**src/hdl/krrt_pkg.sv**
```systemverilog
`timescale 1ns / 1ps
`default_nettype none
// ----------------------------------------------------------------------------
// krrt_pkg: shared types and constants of the rollover report table
// Event, status and report kind codes, slot geometry and sequencer states.
// ----------------------------------------------------------------------------
package krrt_pkg;

    localparam int KEY_SLOTS  = 6;                          // slots in the table
    localparam int SHOWN_KEYS = 6;                          // slots shown in a result
    localparam int IDX_W      = (KEY_SLOTS > 1) ? $clog2(KEY_SLOTS) : 1;
    localparam int KEY_W      = 8;
    localparam int CODE_W     = 2;

    typedef logic [KEY_W-1:0] t_key;
    typedef logic [IDX_W-1:0] t_idx;

    typedef enum logic [CODE_W-1:0] {
        FUNC_MODIFIER = 2'd0,
        FUNC_PRESS    = 2'd1,
        FUNC_RELEASE  = 2'd2,
        FUNC_DONE     = 2'd3
    } t_func;

    typedef enum logic [CODE_W-1:0] {
        ST_SENT = 2'd0,
        ST_BUSY = 2'd1,
        ST_HELD = 2'd2,
        ST_DONE = 2'd3
    } t_status;

    typedef enum logic [CODE_W-1:0] {
        KIND_IDLE     = 2'd0,
        KIND_MODIFIER = 2'd1,
        KIND_PRESS    = 2'd2,
        KIND_RELEASE  = 2'd3
    } t_kind;

    typedef enum logic [1:0] {
        S_IDLE   = 2'd0,
        S_SCAN   = 2'd1,
        S_APPLY  = 2'd2,
        S_RESULT = 2'd3
    } t_state;

endpackage : krrt_pkg
`default_nettype wire

```
**src/hdl/krrt_if.sv**
```systemverilog
`timescale 1ns / 1ps
`default_nettype none
// ----------------------------------------------------------------------------
// krrt_if: event and result channels of the rollover report table
// Valid/ready channels; a beat moves when valid and ready are both high.
// ----------------------------------------------------------------------------
interface krrt_in_if import krrt_pkg::*; ();
    logic              valid;
    logic              ready;
    logic [CODE_W-1:0] func;
    logic [KEY_W-1:0]  value;

    modport source (output valid, output func, output value, input ready);
    modport sink   (input valid, input func, input value, output ready);
endinterface : krrt_in_if

interface krrt_out_if import krrt_pkg::*; ();
    logic              valid;
    logic              ready;
    logic [CODE_W-1:0] status;
    logic              send_report;
    logic [KEY_W-1:0]  modifier_out;
    logic [KEY_W-1:0]  key_a;
    logic [KEY_W-1:0]  key_b;
    logic [KEY_W-1:0]  key_c;
    logic [KEY_W-1:0]  key_d;
    logic [KEY_W-1:0]  key_e;
    logic [KEY_W-1:0]  key_f;
    logic              overflow_flag;
    logic [CODE_W-1:0] completed_kind;

    modport source (output valid, output status, output send_report, output modifier_out,
                    output key_a, output key_b, output key_c, output key_d, output key_e,
                    output key_f, output overflow_flag, output completed_kind,
                    input ready);
    modport sink   (input valid, input status, input send_report, input modifier_out,
                    input key_a, input key_b, input key_c, input key_d, input key_e,
                    input key_f, input overflow_flag, input completed_kind,
                    output ready);
endinterface : krrt_out_if
`default_nettype wire

```
**src/hdl/keyboard_rollover_report_table_top.sv**
```systemverilog
`timescale 1ns / 1ps
`default_nettype none
// ----------------------------------------------------------------------------
// keyboard_rollover_report_table_top: boot keyboard six-key report table
// Holds a modifier byte and an ascending key table; one result per event.
// ----------------------------------------------------------------------------
// Each event beat on i_in yields exactly one result beat on o_out. The block
// handles one event at a time and drops i_in.ready until the result beat has
// been taken. A modifier change, a write complete, or any event refused as
// busy is accepted and then goes straight to the result. A key press or
// release first walks the key table: one shared comparator reads one slot
// per cycle to find a held key and the sorted insert point, the apply state
// then performs the insert or remove shift on all slots, and then the
// result is presented. The report fields on o_out show the table as it
// stands after the event and hold steady while the result waits.
// ----------------------------------------------------------------------------
module keyboard_rollover_report_table_top import krrt_pkg::*; (
    input  wire         i_clk,
    input  wire         i_rst_n,
    krrt_in_if.sink     i_in,
    krrt_out_if.source  o_out
);

    localparam t_idx LAST_IDX = t_idx'(KEY_SLOTS - 1);

    // sequencer
    t_state  r_state, n_state;

    // report table
    t_key    r_slots [KEY_SLOTS];
    t_key    n_slots [KEY_SLOTS];
    t_key    r_mod,   n_mod;
    t_kind   r_pend,  n_pend;
    logic    r_ovf,   n_ovf;

    // captured event and scan results
    t_func   r_func,  n_func;
    t_key    r_val,   n_val;
    t_idx    r_idx,   n_idx;
    logic    r_held,  n_held;
    t_idx    r_hidx,  n_hidx;
    t_idx    r_pos,   n_pos;
    logic    r_pos_ok, n_pos_ok;

    // result beat
    t_status r_status, n_status;
    logic    r_send,   n_send;
    t_kind   r_kind,   n_kind;

    logic    in_fire;
    logic    out_fire;
    t_key    scan_key;
    logic    scan_eq;
    logic    scan_stop;
    t_key    shown [SHOWN_KEYS];

    assign in_fire  = i_in.valid  & i_in.ready;
    assign out_fire = o_out.valid & o_out.ready;

    // Shared compare unit: one slot per cycle against the captured key.
    assign scan_key  = r_slots[r_idx];
    assign scan_eq   = (scan_key != '0) && (scan_key == r_val);
    assign scan_stop = (scan_key == '0) || (scan_key > r_val);

    // Next state
    always_comb begin
        n_state = r_state;
        case (r_state)
            S_IDLE: begin
                if (in_fire) begin
                    // Write complete, busy and modifier change need no scan.
                    if ((t_func'(i_in.func) == FUNC_DONE) || (r_pend != KIND_IDLE) ||
                        (t_func'(i_in.func) == FUNC_MODIFIER)) begin
                        n_state = S_RESULT;
                    end else begin
                        n_state = S_SCAN;
                    end
                end
            end
            S_SCAN: begin
                if (r_idx == LAST_IDX) begin
                    n_state = S_APPLY;
                end
            end
            S_APPLY: begin
                n_state = S_RESULT;
            end
            S_RESULT: begin
                if (out_fire) begin
                    n_state = S_IDLE;
                end
            end
            default: begin
                n_state = S_IDLE;
            end
        endcase
    end

    // Handshake outputs
    always_comb begin
        i_in.ready  = (r_state == S_IDLE);
        o_out.valid = (r_state == S_RESULT);
    end

    // Datapath next values
    always_comb begin
        n_slots  = r_slots;
        n_mod    = r_mod;
        n_pend   = r_pend;
        n_ovf    = r_ovf;
        n_func   = r_func;
        n_val    = r_val;
        n_idx    = r_idx;
        n_held   = r_held;
        n_hidx   = r_hidx;
        n_pos    = r_pos;
        n_pos_ok = r_pos_ok;
        n_status = r_status;
        n_send   = r_send;
        n_kind   = r_kind;

        case (r_state)
            S_IDLE: begin
                if (in_fire) begin
                    n_func   = t_func'(i_in.func);
                    n_val    = i_in.value;
                    n_idx    = '0;
                    n_held   = 1'b0;
                    n_hidx   = '0;
                    n_pos    = LAST_IDX;
                    n_pos_ok = 1'b0;
                    n_send   = 1'b0;
                    n_kind   = KIND_IDLE;
                    if (t_func'(i_in.func) == FUNC_DONE) begin
                        // Close the pending report and name its kind.
                        n_status = ST_DONE;
                        n_kind   = r_pend;
                        n_pend   = KIND_IDLE;
                    end else if (r_pend != KIND_IDLE) begin
                        n_status = ST_BUSY;
                    end else if (t_func'(i_in.func) == FUNC_MODIFIER) begin
                        n_mod    = i_in.value;
                        n_pend   = KIND_MODIFIER;
                        n_status = ST_SENT;
                        n_send   = 1'b1;
                    end
                end
            end
            S_SCAN: begin
                // Record the first matching slot and the first slot that
                // would take the new key; the last slot is the fallback.
                if (scan_eq && !r_held) begin
                    n_held = 1'b1;
                    n_hidx = r_idx;
                end
                if (scan_stop && !r_pos_ok && (r_idx != LAST_IDX)) begin
                    n_pos    = r_idx;
                    n_pos_ok = 1'b1;
                end
                if (r_idx != LAST_IDX) begin
                    n_idx = r_idx + t_idx'(1);
                end
            end
            S_APPLY: begin
                if (r_func == FUNC_PRESS) begin
                    if ((r_val != '0) && r_held) begin
                        n_status = ST_HELD;
                        n_send   = 1'b0;
                    end else begin
                        if (r_slots[KEY_SLOTS-1] != '0) begin
                            n_ovf = 1'b1;
                        end else if (r_val != '0) begin
                            // Sorted insert: shift the tail right by one.
                            for (int j = 1; j < KEY_SLOTS; j++) begin
                                if (t_idx'(j) > r_pos) begin
                                    n_slots[j] = r_slots[j-1];
                                end
                            end
                            n_slots[r_pos] = r_val;
                        end
                        n_pend   = KIND_PRESS;
                        n_status = ST_SENT;
                        n_send   = 1'b1;
                    end
                end else begin
                    n_ovf = 1'b0;
                    if ((r_val != '0) && r_held) begin
                        // Remove: shift the tail left and clear the last slot.
                        for (int j = 0; j < KEY_SLOTS - 1; j++) begin
                            if (t_idx'(j) >= r_hidx) begin
                                n_slots[j] = r_slots[j+1];
                            end
                        end
                        n_slots[KEY_SLOTS-1] = '0;
                    end
                    n_pend   = KIND_RELEASE;
                    n_status = ST_SENT;
                    n_send   = 1'b1;
                end
            end
            S_RESULT: begin
                // Hold the result until it is taken.
            end
            default: begin
            end
        endcase
    end

    always_ff @(posedge i_clk) begin
        if (!i_rst_n) begin
            r_state <= S_IDLE;
            r_pend  <= KIND_IDLE;
            r_mod   <= '0;
            r_ovf   <= 1'b0;
            for (int j = 0; j < KEY_SLOTS; j++) begin
                r_slots[j] <= '0;
            end
        end else begin
            r_state <= n_state;
            r_pend  <= n_pend;
            r_mod   <= n_mod;
            r_ovf   <= n_ovf;
            r_slots <= n_slots;
        end
    end

    always_ff @(posedge i_clk) begin
        r_func   <= n_func;
        r_val    <= n_val;
        r_idx    <= n_idx;
        r_held   <= n_held;
        r_hidx   <= n_hidx;
        r_pos    <= n_pos;
        r_pos_ok <= n_pos_ok;
        r_status <= n_status;
        r_send   <= n_send;
        r_kind   <= n_kind;
    end

    // Map table slots onto the six report positions; absent slots read zero.
    for (genvar g = 0; g < SHOWN_KEYS; g++) begin : g_shown
        if (g < KEY_SLOTS) begin : g_used
            assign shown[g] = r_slots[g];
        end else begin : g_empty
            assign shown[g] = '0;
        end
    end

    always_comb begin
        o_out.status         = r_status;
        o_out.send_report    = r_send;
        o_out.modifier_out   = r_mod;
        o_out.key_a          = shown[0];
        o_out.key_b          = shown[1];
        o_out.key_c          = shown[2];
        o_out.key_d          = shown[3];
        o_out.key_e          = shown[4];
        o_out.key_f          = shown[5];
        o_out.overflow_flag  = r_ovf;
        o_out.completed_kind = r_kind;
    end

endmodule : keyboard_rollover_report_table_top
`default_nettype wire

```
**src/flat_wrapper.sv**
```systemverilog
// flat-port wrapper written by rule: the top's interface ports become plain ports
module keyboard_rollover_report_table_top_flat import krrt_pkg::*;
  (i_clk, i_rst_n, i_in_valid, i_in_func, i_in_value, i_in_ready, o_out_valid, o_out_status, o_out_send_report, o_out_modifier_out, o_out_key_a, o_out_key_b, o_out_key_c, o_out_key_d, o_out_key_e, o_out_key_f, o_out_overflow_flag, o_out_completed_kind, o_out_ready);
  krrt_in_if i_in_i ();
  krrt_out_if o_out_i ();
  input  wire i_clk;
  input  wire i_rst_n;
  input wire logic [$bits(i_in_i.valid)-1:0] i_in_valid;
  input wire logic [$bits(i_in_i.func)-1:0] i_in_func;
  input wire logic [$bits(i_in_i.value)-1:0] i_in_value;
  output wire logic [$bits(i_in_i.ready)-1:0] i_in_ready;
  output wire logic [$bits(o_out_i.valid)-1:0] o_out_valid;
  output wire logic [$bits(o_out_i.status)-1:0] o_out_status;
  output wire logic [$bits(o_out_i.send_report)-1:0] o_out_send_report;
  output wire logic [$bits(o_out_i.modifier_out)-1:0] o_out_modifier_out;
  output wire logic [$bits(o_out_i.key_a)-1:0] o_out_key_a;
  output wire logic [$bits(o_out_i.key_b)-1:0] o_out_key_b;
  output wire logic [$bits(o_out_i.key_c)-1:0] o_out_key_c;
  output wire logic [$bits(o_out_i.key_d)-1:0] o_out_key_d;
  output wire logic [$bits(o_out_i.key_e)-1:0] o_out_key_e;
  output wire logic [$bits(o_out_i.key_f)-1:0] o_out_key_f;
  output wire logic [$bits(o_out_i.overflow_flag)-1:0] o_out_overflow_flag;
  output wire logic [$bits(o_out_i.completed_kind)-1:0] o_out_completed_kind;
  input wire logic [$bits(o_out_i.ready)-1:0] o_out_ready;
  assign i_in_i.valid = i_in_valid;
  assign i_in_i.func = i_in_func;
  assign i_in_i.value = i_in_value;
  assign i_in_ready = i_in_i.ready;
  assign o_out_valid = o_out_i.valid;
  assign o_out_status = o_out_i.status;
  assign o_out_send_report = o_out_i.send_report;
  assign o_out_modifier_out = o_out_i.modifier_out;
  assign o_out_key_a = o_out_i.key_a;
  assign o_out_key_b = o_out_i.key_b;
  assign o_out_key_c = o_out_i.key_c;
  assign o_out_key_d = o_out_i.key_d;
  assign o_out_key_e = o_out_i.key_e;
  assign o_out_key_f = o_out_i.key_f;
  assign o_out_overflow_flag = o_out_i.overflow_flag;
  assign o_out_completed_kind = o_out_i.completed_kind;
  assign o_out_i.ready = o_out_ready;
  keyboard_rollover_report_table_top u_core (.i_clk(i_clk), .i_rst_n(i_rst_n), .i_in(i_in_i), .o_out(o_out_i));
endmodule
```
**config.mk**
```make
export PLATFORM = sky130hd
export DESIGN_NAME = keyboard_rollover_report_table_top_flat
export DESIGN_NICKNAME = d
export VERILOG_FILES = /design/src/hdl/krrt_pkg.sv /design/src/hdl/krrt_if.sv /design/src/hdl/keyboard_rollover_report_table_top.sv /design/src/flat_wrapper.sv
export SDC_FILE = /design/constraint.sdc
export NUM_CORES = 1
export LEC_CHECK = 0
export BUFFER_PORTS_ARGS = -buffer_cell sky130_fd_sc_hd__clkbuf_2
export CAP_MARGIN = 30
export CORE_MARGIN = 3
export CORE_UTILIZATION = 30
export CTS_CLUSTER_DIAMETER = 200
export CTS_CLUSTER_SIZE = 25
export DETAILED_ROUTE_END_ITERATION = 10
export HOLD_SLACK_MARGIN = 0.1
export SYNTH_ARGS = -nofsm -noshare
export SYNTH_HDL_FRONTEND = slang
export SYNTH_SLANG_ARGS = --single-unit
export TNS_END_PERCENT = 100
```
**constraint.sdc**
```tcl
create_clock -name i_clk -period 5.7 [get_ports i_clk]
set_input_delay 0.855 -clock i_clk [delete_from_list [all_inputs] [get_ports i_clk]]
set_output_delay 0.855 -clock i_clk [all_outputs]
set_load 0.005 [all_outputs]
```
Word level (Yosys, flattened, before mapping)
Cells that the tools add are included.
{"block": "op_classes", "n_addsub": 1, "n_lt_le_gt_ge": 14, "eq_ne": 21, "mux": 88, "bitwise": 6, "reduce_logical": 43}
{"op": "$mux 8", "count": 38}
{"op": "$mux 48", "count": 5}
{"op": "$bwmux 48", "count": 1}
{"op": "$mux 2", "count": 16}
{"op": "$reduce_and 6->1", "count": 5}
{"op": "$bmux 8 s3", "count": 1}
{"op": "$demux 8 s3", "count": 1}
{"op": "$reduce_bool 8->1", "count": 3}
{"op": "$reduce_bool 2->1", "count": 10}
{"op": "$pmux 3 s2", "count": 3}
{"op": "$reduce_and 3->1", "count": 6}
{"op": "$mux 3", "count": 5}
{"op": "$reduce_and 5->1", "count": 3}
{"op": "$mux 1", "count": 12}
{"op": "$ne 3x3->1 const B", "count": 4}
{"op": "$ne 2x2->1 const B", "count": 5}
{"op": "$eq 8x8->1", "count": 1}
{"op": "$ge 4x4->1 const B", "count": 2}
{"op": "$gt 8x8->1", "count": 1}
{"op": "$logic_not 8->1", "count": 1}
{"op": "$ne 2x1->1 const B", "count": 4}
{"op": "$not 3->4", "count": 2}
{"op": "$pmux 2 s2", "count": 2}
{"op": "$pmux 2 s4", "count": 1}
{"op": "other kinds (20)", "count": 41}
{"block": "totals", "regBits": 87, "in_bits": 14, "output_inout_bits": 64, "elab_cells": 193}

Logic depth before layout (Yosys ltp)
{"block": "depth", "word_depth": 12, "ltp_mapped": 11, "mapped_depth_nobuf": 9}

Worst setup path before layout
Ideal clock, no wire load.
{"block": "synth_timing", "path_kind": "register to register", "start": "register u_core.r_idx[0]", "end": "register u_core.r_pos[0], enable pin", "setup_time_ns": 0.295, "t_arrival_ns": 2.629, "required_ns": 5.405, "slack_ns": 2.776, "stages_incl_launch_ff": 11, "path_buffers": 3, "period_less_slack_ns": 2.924, "path_cell_list": "edfxtp_1 buf_2 buf_2 buf_2 mux2_2 a22o_1 ha_1 nand4_1 or2_2 o311ai_0 o211ai_1"}
{"block": "synth_via", "elab_chain_len": 10, "word_cells_on_any_way": 12, "cone_classes": "order compare (1); eq/ne (2); mux (3); bitwise (1); reduce/logical (5)"}
{"item": "start, declared", "line": "keyboard_rollover_report_table_top.sv:39", "rtl": "t_idx r_idx, n_idx;"}
{"item": "start signal, assigned", "line": "keyboard_rollover_report_table_top.sv:230", "rtl": "r_idx <= n_idx;"}
{"item": "$not 3->4 (not written as such)", "line": "keyboard_rollover_report_table_top.sv:61", "rtl": "assign scan_key = r_slots[r_idx];"}
{"item": "$bmux 8 s3", "line": "keyboard_rollover_report_table_top.sv:61"}
{"item": "$mux 8 (not written as such) (2 in a row)", "line": "keyboard_rollover_report_table_top.sv:61"}
{"item": "$gt 8x8->1 or $logic_not 8->1 (tied branches)", "line": "keyboard_rollover_report_table_top.sv:63", "rtl": "assign scan_stop = (scan_key == '0) || (scan_key > r_val);"}
{"item": "$logic_or 1x1->1", "line": "keyboard_rollover_report_table_top.sv:63"}
{"item": "$logic_and 1x1->1", "line": "keyboard_rollover_report_table_top.sv:156", "rtl": "if (scan_stop && !r_pos_ok && (r_idx != LAST_IDX)) begin"}
{"item": "$logic_and 1x1->1 *", "line": "keyboard_rollover_report_table_top.sv:156"}
{"item": "$ne 2x1->1 (no line) *"}
{"item": "$reduce_and 3->1 (no line) *"}
{"item": "end signal, assigned", "line": "keyboard_rollover_report_table_top.sv:233", "rtl": "r_pos <= n_pos;"}
{"item": "end, declared", "line": "keyboard_rollover_report_table_top.sv:42", "rtl": "t_idx r_pos, n_pos;"}
Mark *: on every way between the ends. The rest lies on a longest branch, timed or not. The select of a mux whose other input is x is not followed.
A chain may end at the register's enable or synchronous reset.

Worst setup path after layout
Ends and elaborated chain as after synthesis.

==> impl_metrics.csv <==
group,metric,value,unit
outcome,outcome,"finished clean",
timing,fin_crit,3.18,ns
clock_network,cts_buffer_depth,2,
route,drc_errors,0,
timing,rsz0062_at_grt,"false",
clock_network,clk_latency,0.36,ns
route,viasPerCell,5.70,
logic_synthesis,synthTopCellsByArea,"dfxtp_1 (23%), edfxtp_1 (15%), mux2i_1 (9.1%), nand2_1 (4.1%), ha_1 (3.7%)",
worst_setup_path,startpoint_type,"flip-flop",
worst_setup_path,criticalPathCategory,"flip-flop to flip-flop",
floorplan,start_util,30.9,%
clock_network,h-tree-depth,3,
worst_setup_path,cp_cell_sequence,"buf_4 > mux4_2 > a22o_1 > ha_1 > nor2b_1 > o211ai_1 > a21oi_1 > o311ai_0 > o211ai_1",
place,post-place-ws,2.54,ns
place,io_buffer_count,77,
power_and_ir_drop,p_seq_share,41.1,%
power_and_ir_drop,power.share.clock,23.5,%
timing,slew_headroom,27.8,%
worst_setup_path,crit_family,"compound AO/OA/AOI/OAI gates",
logic_synthesis,yosys-top-cells-count,"dfxtp_1 (61), nand2_1 (59), mux2i_1 (49)",
floorplan,die_area,19600,um^2
global_routing,grt-ovfl-total,0,
route,wl_met1,7530,um
global_routing,grt_max_degree,77,
clock_network,cts_buffers,9,
finish,nFillCells,1811,
logic_synthesis,postSynthAreaPerCell,9.62,um^2
timing,holdWs,0.519,ns
logic_synthesis,synth_warnings,0,
timing,tns,0,ns
timing,finClkSkew,0.00930,ns
floorplan,rows,48,
route,drtIter0Drc,404,
logic_synthesis,synth_most_common_cell,"dfxtp_1",
logic_synthesis,yosysTopAreaCell,"dfxtp_1",
worst_setup_path,critPathSlowestCell,"mux4_2",
route,wl_met3,1170,um
logic_synthesis,synth_cell_type_count,60,
floorplan,core,17400,um^2
clock_network,cts_resized,0,
logic_synthesis,synth_flop_cell,"dfxtp_1",
finish,area_growth_syn_to_layout,14.3,%
timing,worstMarginPinSlew,1.08,ns
worst_setup_path,cp_num_buf_inv,1,
worst_setup_path,cp.arrival,3.25,ns
logic_synthesis,ys_seq_elements,87,
timing,setup_viol_count_final,0,
logic_synthesis,syn_nets,589,
clock_network,hold_buffers,0,
logic_synthesis,netlist_instances,559,
route,wirelength,17800,um
power_and_ir_drop,power_switching,1030,uW
floorplan,die_h,140,um
route,avgRoutedWirePerCell,21.3,um
route,vias,4770,
logic_synthesis,synth_area,5380,um^2
global_routing,grtUsageTotal,17.9,%
worst_setup_path,cpPeakStageDelay,0.54,ns
place,gp_congestion,0.916,
route,drtAntennaViolNets,0,
clock_network,path_clk_slew,0.07,ns
worst_setup_path,critPathMaxFanout,27,
timing,finalCritPeriodShare,55.7,%
power_and_ir_drop,p_leak,0.00271,uW
timing,hold_violations,0,
floorplan,dieWidth,140,um
route,dr.pass1.iters,5,
timing,max_freq,315,MHz
finish,drive_gt1_share,21.6,%
finish,final_util,35.3,%
finish,finalNetCount,637,
clock_network,cts_sinks,87,
finish,antenna_cells,0,
worst_setup_path,cp_common_cell,"o211ai_1",
route,routed.top_layer,"met4",
power_and_ir_drop,swShare,41.6,%
clock_network,post_cts_buffers,0,
worst_setup_path,end_kind,"flip-flop",
power_and_ir_drop,power_frac_comb,35.4,%
logic_synthesis,synth_seq_area_share,37.2,%
logic_synthesis,ys_async_sr_fraction,0,%
power_and_ir_drop,p_int,1440,uW
timing,slew_viol_final,0,
global_routing,grt_pass1_wl,27300,um
worst_setup_path,worstPathRequired,5.77,ns
global_routing,grt_pass1_vias,4662,
route,wl_met2,8330,um
hold_path,min_path_type,"flip-flop to flip-flop",
logic_synthesis,synth_edf_count,26,
place,post-dp-hpwl,12600,um
timing,postLayoutSetupSlackWorst,2.52,ns
global_routing,antenna_found_initial,0,
logic_synthesis,synth_top_area_share,22.7,%
clock_network,cts_tree,"done",
power_and_ir_drop,powerDensity,401,nW/um^2
flow_run,drv_cap,0,
power_and_ir_drop,worst_ir_drop_vdd,211,uV
clock_network,clk_root_buffer_cell,"clkbuf_16",
floorplan,ios,78,
## logic make-up after synthesis
kind of cell,count (synthesis),share of synthesized area [%]
adder cells (fa/ha/maj),16,3.72
flip-flops,87,37.2
AND/OR/NAND/NOR,170,17.3
AO/OA/AOI/OAI,143,20.8
multiplexers,68,14.6
buffers and inverters,74,6.26
XOR/XNOR,1,0.163
## worst register-to-register path, stage by stage, from the launching register on
cell and delay [ns]:
edfxtp_1 0.47, buf_4 0.39, mux4_2 0.55, a22o_1 0.23, ha_1 0.29, nor2b_1 0.13, o211ai_1 0.16, a21oi_1 0.09
o311ai_0 0.32, o211ai_1 0.26
## per-layer routing
metal | global-route usage (%) | vias up
li1 | - | 2188
met3 | 4.44 | 66
met5 | 0 | -
met2 | 29.1 | 213
met1 | 22.8 | 2303
met4 | 7.60 | 0
## state kept, by name, summed over array words and instances (netlist names), 2 cells and up
signal	flops
u_core.r_idx	3
u_core.o_out.key_f	8
u_core.r_val	8
u_core.o_out.key_e	8
u_core.o_out.modifier_out	8
u_core.r_state	2
u_core.o_out.key_c	8
u_core.o_out.key_b	8
u_core.o_out.completed_kind	2
u_core.r_func	2
u_core.o_out.status	2
u_core.r_pos	3
u_core.r_pend	2
u_core.r_hidx	3
u_core.o_out.key_a	8
u_core.o_out.key_d	8
## final timing paths
path / from / to / slack, ns / cells past startpoint
worst max-delay path: u_core.r_idx[0] / u_core.r_pos[0] / 2.52 / 9
worst min register to register: u_core.o_out.modifier_out[0] / u_core.o_out.modifier_out[0] / 0.52 / 2
worst min-delay path: u_core.o_out.modifier_out[0] / u_core.o_out.modifier_out[0] / 0.52 / 2
worst max register to register: u_core.r_idx[0] / u_core.r_pos[0] / 2.52 / 9
## per-stage QoR
step                area [um^2]  std cells  total power, uW
floorplan                  5380        559             1620
global placement           5840        819             1870
detailed placement         5850        820             1890
CTS                        6140        836             2470
global route               6150        837             2610
finish                     6150        837             2470
## cell usage in the layout (no fill, tap or decap), types with 16 or more instances in the layout
cell type	Yosys	layout
a22o_1	18	18
a22oi_1	16	16
clkbuf_2	4	77
dfxtp_1	61	61
edfxtp_1	26	26
ha_1	16	16
inv_1	28	28
mux2i_1	49	49
nand2_1	59	59
nand3_1	19	19
nor2b_1	21	21
o211a_1	17	17
o21ai_0	22	22
## power groups by stage
stage               Sequential, uW  Combinational [uW]  Clock, uW
floorplan                      863                 761          0
global route                  1030                 966        613
finish                        1010                 875        579
global placement              1020                 851          0
CTS                           1000                 875        591
detailed placement            1020                 869          0
## final cells by class
cell class | instances | area (um^2) | area share [%]
clock buffer | 9 | 225 | 3.66
clock inverter | 7 | 65.1 | 1.06
inverter | 29 | 109 | 1.77
multi-input combinational | 398 | 3040 | 49.5
sequential | 87 | 2000 | 32.6
tap | 225 | 282 | 4.58
timing repair buffer | 82 | 423 | 6.88
Note: power is estimated with default switching activity, not from simulation.
